==> config.mk <==
export PLATFORM = sky130hd
export DESIGN_NAME = bounded_deque_with_update
export DESIGN_NICKNAME = d
export VERILOG_FILES = /design/src/bdq_pkg.sv /design/src/bdq_ram.sv /design/src/bounded_deque_with_update.sv
export SDC_FILE = /design/constraint.sdc
export NUM_CORES = 1
export LEC_CHECK = 0
export ABC_AREA = 0
export BUFFER_PORTS_ARGS = -buffer_cell sky130_fd_sc_hd__buf_2
export CAP_MARGIN = 20
export CORE_MARGIN = 2
export CORE_UTILIZATION = 50
export CTS_BUF_LIST = sky130_fd_sc_hd__clkbuf_8
export DETAILED_ROUTE_END_ITERATION = 8
export PLACE_DENSITY = 0.8
export SETUP_SLACK_MARGIN = 0.3
export SYNTH_ARGS = -nofsm -noshare
export SYNTH_HDL_FRONTEND = slang
export SYNTH_HIERARCHICAL = 1
export SYNTH_SLANG_ARGS = --single-unit
==> constraint.sdc <==
create_clock -name clk_i -period 5.33 [get_ports clk_i]
set_input_delay 0.2665 -clock clk_i [delete_from_list [all_inputs] [get_ports clk_i]]
set_output_delay 0.2665 -clock clk_i [all_outputs]
set_load 0.01 [all_outputs]
==> src/bdq_pkg.sv <==
// ----------------------------------------------------------------------------
// bdq_pkg
// Shared types and codes for the bounded double-ended queue: command and
// result words, opcodes, status codes and the sequencer states.
// ----------------------------------------------------------------------------
package bdq_pkg;

  localparam int unsigned DataW = 32;
  localparam int unsigned LenW  = 5;

  typedef enum logic [2:0] {
    OP_PUSH_FRONT = 3'd0,
    OP_PUSH_BACK  = 3'd1,
    OP_POP_FRONT  = 3'd2,
    OP_POP_BACK   = 3'd3,
    OP_UPDATE     = 3'd4,
    OP_DUMP       = 3'd5
  } op_e;

  typedef enum logic [1:0] {
    STAT_OK       = 2'd0,
    STAT_EMPTY    = 2'd1,
    STAT_NOTFOUND = 2'd2,
    STAT_FULL     = 2'd3
  } status_e;

  typedef enum logic {
    S_IDLE,
    S_WALK
  } state_e;

  typedef logic [DataW-1:0] word_t;

  typedef struct packed {
    op_e                     opcode;
    logic signed [DataW-1:0] key;
    logic signed [DataW-1:0] new_value;
  } cmd_t;

  typedef struct packed {
    status_e                 status;
    logic signed [DataW-1:0] element;
    logic                    element_valid;
    logic [LenW-1:0]         length;
    logic                    last;
  } res_t;

endpackage

==> src/bdq_ram.sv <==
// ----------------------------------------------------------------------------
// bdq_ram
// Generic single-clock RAM: one write port, one read port, registered read.
// ----------------------------------------------------------------------------
module bdq_ram #(
  parameter int unsigned Width = 32,
  parameter int unsigned Depth = 16
) (
  input  logic                     clk_i,
  input  logic                     we_i,
  input  logic [$clog2(Depth)-1:0] waddr_i,
  input  logic [Width-1:0]         wdata_i,
  input  logic [$clog2(Depth)-1:0] raddr_i,
  output logic [Width-1:0]         rdata_o
);

  logic [Width-1:0] mem [Depth];
  logic [Width-1:0] rdata_q;

  // write the word, register the read word; a read of the address being
  // written returns the old word
  always_ff @(posedge clk_i) begin
    if (we_i) begin
      mem[waddr_i] <= wdata_i;
    end
    rdata_q <= mem[raddr_i];
  end

  assign rdata_o = rdata_q;

endmodule

==> src/bounded_deque_with_update.sv <==
// ----------------------------------------------------------------------------
// bounded_deque_with_update
// Bounded double-ended queue of signed 32-bit words in a ring RAM, with
// push/pop at both ends, in-place update of matching entries and dump.
// ----------------------------------------------------------------------------
// A command word is taken when start is high and busy is low. Push, pop and
// any update or dump of an empty queue keep busy low, and the single result
// word appears on res_o with res_valid_o high in the next cycle. Update and
// dump of N entries hold busy high while the sequencer walks the ring RAM
// through its one registered read port, one entry per cycle; dump results
// stream out one per entry without gaps and update gives one result at the
// end. A result is on the ports for exactly one cycle and the receiver cannot
// stall it, so it must capture every strobed word. Pushes into a full queue
// are dropped and reported with status full.
// ----------------------------------------------------------------------------
module bounded_deque_with_update #(
  parameter int unsigned DEPTH = 16
) (
  input  logic             clk_i,
  input  logic             rst_ni,
  input  logic             start,
  output logic             busy,
  input  bdq_pkg::cmd_t    cmd_i,
  output logic             res_valid_o,
  output bdq_pkg::res_t    res_o
);

  import bdq_pkg::*;

  localparam int unsigned IdxW = $clog2(DEPTH);
  localparam int unsigned CntW = $clog2(DEPTH + 1);

  // ring position of logical entry pos, wrapped by one compare and subtract
  function automatic logic [IdxW-1:0] slot_of(input logic [IdxW-1:0] front,
                                              input logic [IdxW-1:0] pos);
    logic [IdxW:0] sum;
    begin
      sum = {1'b0, front} + {1'b0, pos};
      if (sum >= (IdxW+1)'(DEPTH)) begin
        sum = sum - (IdxW+1)'(DEPTH);
      end
      return sum[IdxW-1:0];
    end
  endfunction

  // length reported modulo 2**LenW
  function automatic logic [LenW-1:0] len_of(input logic [CntW-1:0] cnt);
    logic [CntW+LenW-1:0] ext;
    begin
      ext = (CntW+LenW)'(cnt);
      return ext[LenW-1:0];
    end
  endfunction

  state_e          state_q, state_d;
  logic [IdxW-1:0] front_q, front_d;
  logic [CntW-1:0] cnt_q, cnt_d;
  logic [CntW-1:0] rd_pos_q, rd_pos_d;
  logic            chk_vld_q, chk_vld_d;
  logic            chk_last_q, chk_last_d;
  logic [IdxW-1:0] chk_slot_q, chk_slot_d;
  logic            hit_q, hit_d;
  op_e             op_q, op_d;
  word_t           key_q, key_d;
  word_t           val_q, val_d;
  logic            res_valid_q, res_valid_d;
  res_t            res_q, res_d;

  logic            accept;
  logic            full;
  logic            empty;
  logic [IdxW-1:0] front_dec;
  logic [IdxW-1:0] front_inc;
  logic [IdxW-1:0] rd_slot;
  logic            mem_we;
  logic [IdxW-1:0] mem_waddr;
  word_t           mem_wdata;
  word_t           mem_rdata;
  logic            match;

  assign accept    = start && !busy;
  assign busy      = (state_q == S_WALK);
  assign full      = (cnt_q == CntW'(DEPTH));
  assign empty     = (cnt_q == '0);
  assign front_dec = (front_q == '0) ? IdxW'(DEPTH - 1) : front_q - IdxW'(1);
  assign front_inc = (front_q == IdxW'(DEPTH - 1)) ? '0 : front_q + IdxW'(1);
  assign rd_slot   = slot_of(front_q, rd_pos_q[IdxW-1:0]);
  assign match     = (mem_rdata == key_q);

  bdq_ram #(
    .Width (DataW),
    .Depth (DEPTH)
  ) u_store (
    .clk_i   (clk_i),
    .we_i    (mem_we),
    .waddr_i (mem_waddr),
    .wdata_i (mem_wdata),
    .raddr_i (rd_slot),
    .rdata_o (mem_rdata)
  );

  // sequencer: single-cycle commands in idle, ring walk for update and dump
  always_comb begin
    state_d     = state_q;
    front_d     = front_q;
    cnt_d       = cnt_q;
    rd_pos_d    = rd_pos_q;
    chk_vld_d   = 1'b0;
    chk_last_d  = chk_last_q;
    chk_slot_d  = chk_slot_q;
    hit_d       = hit_q;
    op_d        = op_q;
    key_d       = key_q;
    val_d       = val_q;
    res_valid_d = 1'b0;
    res_d       = res_q;
    mem_we      = 1'b0;
    mem_waddr   = chk_slot_q;
    mem_wdata   = val_q;

    case (state_q)
      S_IDLE: begin
        if (accept) begin
          op_d               = cmd_i.opcode;
          key_d              = word_t'(cmd_i.key);
          val_d              = word_t'(cmd_i.new_value);
          res_valid_d        = 1'b1;
          res_d.status       = STAT_OK;
          res_d.element      = '0;
          res_d.element_valid = 1'b0;
          res_d.last         = 1'b1;
          case (cmd_i.opcode)
            OP_PUSH_FRONT: begin
              if (full) begin
                res_d.status = STAT_FULL;
              end else begin
                front_d   = front_dec;
                cnt_d     = cnt_q + CntW'(1);
                mem_we    = 1'b1;
                mem_waddr = front_dec;
                mem_wdata = word_t'(cmd_i.new_value);
              end
            end
            OP_PUSH_BACK: begin
              if (full) begin
                res_d.status = STAT_FULL;
              end else begin
                cnt_d     = cnt_q + CntW'(1);
                mem_we    = 1'b1;
                mem_waddr = slot_of(front_q, cnt_q[IdxW-1:0]);
                mem_wdata = word_t'(cmd_i.new_value);
              end
            end
            OP_POP_FRONT: begin
              if (empty) begin
                res_d.status = STAT_EMPTY;
              end else begin
                front_d = front_inc;
                cnt_d   = cnt_q - CntW'(1);
              end
            end
            OP_POP_BACK: begin
              if (empty) begin
                res_d.status = STAT_EMPTY;
              end else begin
                cnt_d = cnt_q - CntW'(1);
              end
            end
            OP_UPDATE: begin
              if (empty) begin
                res_d.status = STAT_NOTFOUND;
              end else begin
                res_valid_d = 1'b0;
                state_d     = S_WALK;
                rd_pos_d    = '0;
                hit_d       = 1'b0;
              end
            end
            OP_DUMP: begin
              if (empty) begin
                res_d.status = STAT_EMPTY;
              end else begin
                res_valid_d = 1'b0;
                state_d     = S_WALK;
                rd_pos_d    = '0;
              end
            end
            default: begin
              // unused opcodes leave the queue alone
              res_d.status = STAT_OK;
            end
          endcase
          res_d.length = len_of(cnt_d);
        end
      end

      S_WALK: begin
        // issue the next read while entries remain
        if (rd_pos_q < cnt_q) begin
          chk_vld_d  = 1'b1;
          chk_slot_d = rd_slot;
          chk_last_d = (rd_pos_q == cnt_q - CntW'(1));
          rd_pos_d   = rd_pos_q + CntW'(1);
        end
        // check the word read last cycle
        if (chk_vld_q) begin
          res_d.length = len_of(cnt_q);
          if (op_q == OP_UPDATE) begin
            if (match) begin
              mem_we = 1'b1;
              hit_d  = 1'b1;
            end
            if (chk_last_q) begin
              res_valid_d         = 1'b1;
              res_d.status        = (hit_q || match) ? STAT_OK : STAT_NOTFOUND;
              res_d.element       = '0;
              res_d.element_valid = 1'b0;
              res_d.last          = 1'b1;
              state_d             = S_IDLE;
            end
          end else begin
            res_valid_d         = 1'b1;
            res_d.status        = STAT_OK;
            res_d.element       = mem_rdata;
            res_d.element_valid = 1'b1;
            res_d.last          = chk_last_q;
            if (chk_last_q) begin
              state_d = S_IDLE;
            end
          end
        end
      end

      default: begin
        state_d = S_IDLE;
      end
    endcase
  end

  // control registers
  always_ff @(posedge clk_i or negedge rst_ni) begin
    if (!rst_ni) begin
      state_q     <= S_IDLE;
      front_q     <= '0;
      cnt_q       <= '0;
      rd_pos_q    <= '0;
      chk_vld_q   <= 1'b0;
      chk_last_q  <= 1'b0;
      hit_q       <= 1'b0;
      res_valid_q <= 1'b0;
    end else begin
      state_q     <= state_d;
      front_q     <= front_d;
      cnt_q       <= cnt_d;
      rd_pos_q    <= rd_pos_d;
      chk_vld_q   <= chk_vld_d;
      chk_last_q  <= chk_last_d;
      hit_q       <= hit_d;
      res_valid_q <= res_valid_d;
    end
  end

  // payload registers
  always_ff @(posedge clk_i) begin
    chk_slot_q <= chk_slot_d;
    op_q       <= op_d;
    key_q      <= key_d;
    val_q      <= val_d;
    res_q      <= res_d;
  end

  assign res_valid_o = res_valid_q;
  assign res_o       = res_q;

  // the walk only runs over a non-empty queue
  assert property (@(posedge clk_i) disable iff (!rst_ni)
    busy |-> (cnt_q != '0))
    else $error("walk running on an empty queue");

  // the fill count never passes the ring size
  assert property (@(posedge clk_i) disable iff (!rst_ni)
    cnt_q <= CntW'(DEPTH))
    else $error("entry count beyond depth");

  // RAM writes come only from an accepted push or an update walk
  assert property (@(posedge clk_i) disable iff (!rst_ni)
    mem_we |-> (accept || (state_q == S_WALK && op_q == OP_UPDATE)))
    else $error("unexpected RAM write");

  // a dumped word always carries status ok
  assert property (@(posedge clk_i) disable iff (!rst_ni)
    (res_valid_o && res_o.element_valid) |-> (res_o.status == STAT_OK))
    else $error("dumped word with bad status");

  // dump words stream without gaps until the last one
  assert property (@(posedge clk_i) disable iff (!rst_ni)
    (res_valid_o && !res_o.last) |=> res_valid_o)
    else $error("gap inside a dump stream");

endmodule
Yosys cells after proc, flatten, opt, wreduce, memory -nomap -nowiden

Memories as Yosys holds them, arrays and structs flattened. A register that Yosys moved wholly into a read port is not among the register bits.
Index checks and enable logic that the tools add are counted.

$add $sub $neg: 9
$lt $le $gt $ge: 3
Equal/unequal tests: 21
Multiplexer cells: 67
Bitwise operators: 1
Reductions and logical operators: 18

Operators by type and width:

| operator            | number |
|---|---|
| $mux 32             | 4 |
| $mux 41             | 2 |
| $pmux 41 s2         | 1 |
| $mux 35             | 2 |
| $mux 4              | 10 |
| $eq 32x32->1        | 1 |
| $mux 1              | 30 |
| $mux 5              | 6 |
| $pmux 5 s2          | 2 |
| $pmux 4 s2          | 2 |
| $sub 4x1->4 const B | 3 |
| $add 4x4->5         | 2 |
| $add 5x1->5 const B | 2 |
| $ge 5x5->1 const B  | 2 |
| $ne 2x1->1 const B  | 5 |
| $ne 2x2->1 const B  | 5 |
| $eq 3x3->1 const B  | 3 |
| $pmux 1 s2          | 4 |
| $eq 3x2->1 const B  | 2 |
| $mux 2              | 3 |
| $pmux 2 s3          | 1 |
| $reduce_and 2->1    | 3 |
| $reduce_and 6->1    | 1 |
| $reduce_or 2->1     | 3 |
| 20 further kinds    | 20 |

Register bits: 131
RAM bits: 512
Input bits: 70
Output and inout bits: 43
Word-level logic and storage cells: 137
Memories: 1

Memory list:

| memory      | depth | bits a word | rd ports | clocked after memory_dff | write ports | line          | source |
|---|---|---|---|---|---|---|---|
| u_store.mem | 16    | 32          | 1        | 1                        | 1           | bdq_ram.sv:17 | `logic [Width-1:0] mem [Depth];` |

Longest topological paths before layout

Depth after elaboration: 7
Mapped depth: 10
Depth with buffers taken out: 9

Modules after synthesis

The synthesis kept the hierarchy.

By module, submodules not included:

| module                    | times used | cells each | area an instance (um^2) | seq. area each (um^2) |
|---|---|---|---|---|
| bdq_ram                   | 1          | 838        | 19835.3                 | 16015.4 |
| bounded_deque_with_update | 1          | 460        | 6351.1                  | 3838.7 |

Worst setup path before layout

Ideal clock, no wire load.

Path type: register to register
Start: reg state_q, in the netlist busy
End: mem u_store.mem[0][0], enable pin
Setup time: 0.461 ns
Arrival time: 5.460 ns
Required time: 4.869 ns
Path slack: -0.591 ns
Cell stages (with the launch flop): 10
Path buffers: 1
Clock period less this slack: 5.921 ns
Cells stage by stage: dfrtp_1 > inv_2 > nand2_1 > inv_1 > nand2_2 > buf_6 > nand2_1 > o21ai_0 > or3b_2 > nor3_1

Elaborated cells between the ends (all ways): 9
Classes of those cells: mux (6); bitwise (1); reduce/logical (2)

RTL lines:

| element                  | line                             | source |
|---|---|---|
| start: declaration       | bounded_deque_with_update.sv:55  | `state_e state_q, state_d;` |
| start signal: assignment | bounded_deque_with_update.sv:252 | `state_q <= state_d;` |
| $logic_not 1->1          | bounded_deque_with_update.sv:81  | `assign accept = start && !busy;` |
| $logic_and 1x1->1        | bounded_deque_with_update.sv:81  |  |
| $mux 4                   | bounded_deque_with_update.sv:123 | `if (accept) begin` |
| $mux 4 (*)               | bounded_deque_with_update.sv:121 | `case (state_q)` |
| via mem_waddr[2]         | bounded_deque_with_update.sv:76  | `logic [IdxW-1:0] mem_waddr;` |
| end: declaration         | bdq_ram.sv:17                    |  |

Mark *: on every way through the listed nets, which the timed path passes. The rest lies on a longest branch.

Worst setup path after layout

Start: reg cnt_q[1]
End: mem u_store.mem[9][20], enable pin

Longest elaborated chain between the ends: 7
Elaborated cells between the ends (all ways): 16
Classes of those cells: add/sub (2); order compare (1); eq/ne (1); mux (12)

RTL lines:

| element                                   | line                                                             | source |
|---|---|---|
| start: declaration                        | bounded_deque_with_update.sv:57                                  | `logic [CntW-1:0] cnt_q, cnt_d;` |
| start signal: assignment                  | bounded_deque_with_update.sv:254                                 | `cnt_q <= cnt_d;` |
| $add 4x4->5                               | bounded_deque_with_update.sv:38                                  | `sum = {1'b0, front} + {1'b0, pos};` |
| $sub 4x1->4 or $ge 5x5->1 (tied branches) | bounded_deque_with_update.sv:40, bounded_deque_with_update.sv:39 |  |
| $mux 4                                    | bounded_deque_with_update.sv:39                                  | `if (sum >= (IdxW+1)'(DEPTH)) begin` |
| $mux 4                                    | bounded_deque_with_update.sv:145                                 | `if (full) begin` |
| $pmux 4 s2 (*)                            | bounded_deque_with_update.sv:132                                 | `case (cmd_i.opcode)` |
| $mux 4 (*)                                | bounded_deque_with_update.sv:123                                 |  |
| $mux 4 (*)                                | bounded_deque_with_update.sv:121                                 |  |
| via mem_waddr[3]                          | bounded_deque_with_update.sv:76                                  |  |

Marked as above.

==> results.txt <==
The run finished with clean final reports. Setup repair after global routing left no endpoint under its margin. TritonCTS built the clock tree.

The synthesized design contains 624 enable-type register cells. For this block, the routed nets add up to 59700 µm of wire. The run gives 0 as the number of pins exceeding their max-slew limit in the final report. Compared with the post-synthesis result, the final layout area differs by 15.8%.

The detailed router finished its first iteration with 1881 violations. The iteration count of the initial detailed-routing pass is 5. The average routed wire per standard cell was 25.9 µm. The initial utilization of the core area, before any placement, comes to 50.8%. For this run, the post-layout net count is 1628.

The kind of path behind the tightest hold check is input pin to async pin. The share of flip-flops with an asynchronous set or reset is 2.81%, and the count of endpoints failing setup in the final report is 0. The run gives 6 as the count of warnings emitted by yosys.

Tracing the worst setup path back leads to its startpoint at cnt_q[1]. The clock passes through at most 3 buffers. After legalization and detailed placement, the total HPWL measured 36700 µm. VDD sags by at most 0.230 mV. The number of global-route vias before repair came out at 13900. The mean post-synth cell area was 20.2 µm². The overall die width works out to 233 µm. Using the TritonRoute via totals, the vias-per-cell ratio works out to 5.97.

The startpoint-to-endpoint class of the critical path is flop to flop. Between clock sinks in the finished design, the worst skew comes to 0.0378 ns. The maximum cell stage delay along the critical path was 0.97 ns; the number of nets with antenna violations after routing was 0. For the worst setup path, the data required time is 5.62 ns. Summing all multi-input logic gate instances after layout gives 6090 µm². The first global-routing pass estimated 87800 µm of wire.

Along the worst path, the maximum fanout reaches 32. The worst setup path is launched from a flop. The tools report the worst flop-to-flop path startpoint as cnt_q[1]. The run gives 51500 µm² as the core area. The total CTS buffers is 101, and the synthesized area is 26200 µm².

The run gives 83 as the number of rows in the core area. The worst path uses 83.4% of the clock period. The highest-delay cell along the critical path was sky130_fd_sc_hd__nor2_4.

The actual slew at the worst max-slew pin works out to 1.11 ns. The repair_antennas step left the layout with diodes totalling 0. The CTS root buffer is sky130_fd_sc_hd__clkbuf_8. The number of standard cells after synthesis is 1298, and the clock network latency to the later pin of the worst-skew pair is 0.69 ns. The clock transition at the registers of the reported paths is 0.07 ns. The tools report the number of unique standard cell types used by synthesis as 58. The clock sink count came out at 675. At the end of routability-driven placement, the weighted congestion stood at 0.840. Counting the fill cells in the layout gives 3521.

Timing analysis after detailed placement gives a worst setup slack of 0.933 ns. The detailed-route via count is 13800, and the time the worst path needs with I/O delays and setup is 4.44 ns. For the post-CTS setup buffer count, the log shows 0.

The overall overflow remaining after global route was 0. The tools report the hold violation count in the final report as 0. For the post-layout worst setup margin, the log shows 0.886 ns.

The tools report the leakage power as 0.0104 µW. The floorplan step defined a die boundary enclosing 54200 µm². For the final routed database, the setup TNS stands at 0 ns.

The critical path capture point type was a flop. The tools report the maximum level of the CTS H-tree as 3. The floorplan step set the die height to 233 µm.

In this run, post-CTS repair resized a total of 0 instances. Final hold analysis gives a worst-case slack of 0.0745 ns. The run gives 1 as the initial antenna violation count. The number of I/O pins came out at 113.

Global routing used 22.4% of the available tracks across all layers. When the netlist entered floorplanning its net count stood at 1386. The final instance area is 30300 µm². Once placement finished, the instance area stood at 27600 µm². The share of post-route cells with drive strength above 1 is 28.6%. The run gives 4.73 ns as the data arrival time of the critical path. The flip-flop and latch count after synthesis is 675, and the DRC violation count after routing is 0. The signal on the critical path passes through inv_1 -> ha_1 -> nor3b_4 -> a211oi_4 -> nand2_2 -> o21ai_0 -> nand3b_1 -> nor2_4. The count of input and output buffers came out at 112. Power spread over the standard cell area amounts to 324 nW/µm². Max-cap violations in this run came to 0. For the worst slew margin relative to its limit, the log shows 25.7%. Part of the Yosys area used for sequential elements: 75.8%. The tools report the pin count of the biggest net entering global routing as 67. Registers take 19900 µm².

At the end of the flow the core is filled with cells to 58.9%. Among all flip-flop cells after synthesis, the most frequent one is sky130_fd_sc_hd__edfxtp_1. Based on the critical path, the design can be clocked at up to 225 MHz.
cell usage after synthesis (4+ instances only):
cell | count | area, µm²
sky130_fd_sc_hd__dfxtp_1 | 32 | 641
sky130_fd_sc_hd__mux2_2 | 4 | 45.0
sky130_fd_sc_hd__nand2_1 | 62 | 233
sky130_fd_sc_hd__buf_1 | 11 | 41.3
sky130_fd_sc_hd__ha_1 | 16 | 200
sky130_fd_sc_hd__mux2i_1 | 6 | 60.1
sky130_fd_sc_hd__nand4_1 | 8 | 50.1
sky130_fd_sc_hd__a22oi_1 | 65 | 488
sky130_fd_sc_hd__mux4_2 | 128 | 2880
sky130_fd_sc_hd__nand2b_1 | 6 | 37.5
sky130_fd_sc_hd__dfrtp_1 | 19 | 475
sky130_fd_sc_hd__edfxtp_1 | 624 | 18700
sky130_fd_sc_hd__o21ai_0 | 16 | 80.1
sky130_fd_sc_hd__a21oi_1 | 18 | 90.1
sky130_fd_sc_hd__nor2_1 | 26 | 97.6
sky130_fd_sc_hd__buf_4 | 9 | 67.6
sky130_fd_sc_hd__mux2_4 | 31 | 465
sky130_fd_sc_hd__inv_1 | 15 | 56.3
sky130_fd_sc_hd__nor3_1 | 12 | 60.1
sky130_fd_sc_hd__clkbuf_1 | 29 | 109
sky130_fd_sc_hd__and3_1 | 32 | 200
sky130_fd_sc_hd__xnor2_1 | 45 | 394
sky130_fd_sc_hd__nand3_1 | 10 | 50.1
sky130_fd_sc_hd__xor2_1 | 4 | 35.0
sky130_fd_sc_hd__buf_6 | 5 | 56.3
sky130_fd_sc_hd__buf_2 | 12 | 60.1
worst max-delay path: cells and delay by family, from the launching register on:
kind,cells,cell delay [ns]
AO/OA/AOI/OAI,2,0.92
AND/OR/NAND/NOR,4,2.08
buffers and inverters,1,0.14
adder cells (fa/ha/maj),1,0.30
flip-flops,1,0.55
metrics by stage:
stage                     total power, µW  instances
after detailed placement             5870       2046
final                                9830       2305
after global placement               5870       2046
after global routing                10100       2305
after CTS                            9890       2301
after floorplan                      5830       1298
state kept, by name (all words and copies together) (netlist names):
| register | count |
|---|---|
| busy | 1 |
| chk_last_q | 1 |
| chk_slot_q | 4 |
| chk_vld_q | 1 |
| cnt_q | 5 |
| front_q | 4 |
| hit_q | 1 |
| key_q | 32 |
| op_q | 3 |
| rd_pos_q | 5 |
| res_o | 41 |
| res_valid_o | 1 |
| u_store/mem | 512 |
| u_store/rdata_o | 32 |
| val_q | 32 |
layer usage:
metal  up-vias  GRT usage [%]  wire [µm]
li1       5792              -          -
met1      6974           30.9      22500
met2       878           35.3      28800
met3       124           4.95       6470
met4         2           8.54       1820
met5         -              0         13
path summary, 6_finish.rpt:
kind / endpoint / slack, ns / cells after the start
max in group asynchronous: hit_q / 4.92 / 2
min reg2reg: hit_q / 0.54 / 2
min in group clk_i: res_valid_o / 0.09 / 3
max: u_store/mem[9][20] / 0.89 / 8
max reg2reg: u_store/mem[9][20] / 0.89 / 8
min: cnt_q[3] / 0.07 / 2
timing repair:
action	CTS	global route
hold endpoints to repair	85	0
hold buffers	67	0
setup endpoints to repair	0	0
placed cells by master, fill, tap and decap left out, drive strengths merged, types with 4 or more instances in the layout:
| cell | Yosys | layout |
|---|---|---|
| edfxtp | 624 | 624 |
| buf | 37 | 138 |
| mux4 | 128 | 128 |
| clkbuf | 29 | 105 |
| dlygate4sd3 | 0 | 67 |
| a22oi | 65 | 65 |
| nand2 | 63 | 63 |
| inv | 16 | 51 |
| xnor2 | 45 | 45 |
| clkinv | 0 | 42 |
| mux2 | 35 | 35 |
| and3 | 32 | 32 |
| dfxtp | 32 | 32 |
| nor2 | 27 | 27 |
| dfrtp | 19 | 19 |
| a21oi | 18 | 18 |
| o21ai | 17 | 17 |
| ha | 16 | 16 |
| nor3 | 14 | 14 |
| nand3 | 10 | 10 |
| nand4 | 8 | 8 |
| nand2b | 6 | 6 |
| mux2i | 6 | 6 |
| bufinv | 0 | 5 |
| xor2 | 4 | 4 |
kinds of logic after synthesis:
kind of cell / share of synthesized area (%)
DFF: 75.8
buffers and inverters: 1.51
and+or+nand+nor: 3.55
xor gates and xnor gates: 1.64
AOI/OAI and AO/OA: 3.39
muxes: 13.2
adders and majority gates: 0.917
power by group:
part | internal (µW) | switching (µW) | total, µW | leakage (µW)
Combinational | 54.5 | 37.5 | 92.0 | 0.00319
Sequential | 5710 | 0.000000344 | 5710 | 0.00611
Clock | 2080 | 1940 | 4030 | 0.00111
Total | 7850 | 1980 | 9830 | 0.0104
layout make-up:
class                           instances  share of cell area [%]
Sequential cell                       675                    65.5
Multi-Input combinational cell        541                    20.1
Timing Repair Buffer                  205                    5.02
Clock buffer                          105                    4.76
Tap cell                              680                    2.81
Clock inverter                         83                    1.65
Inverter                               16                   0.210
Power figures use the tool's default switching activity.
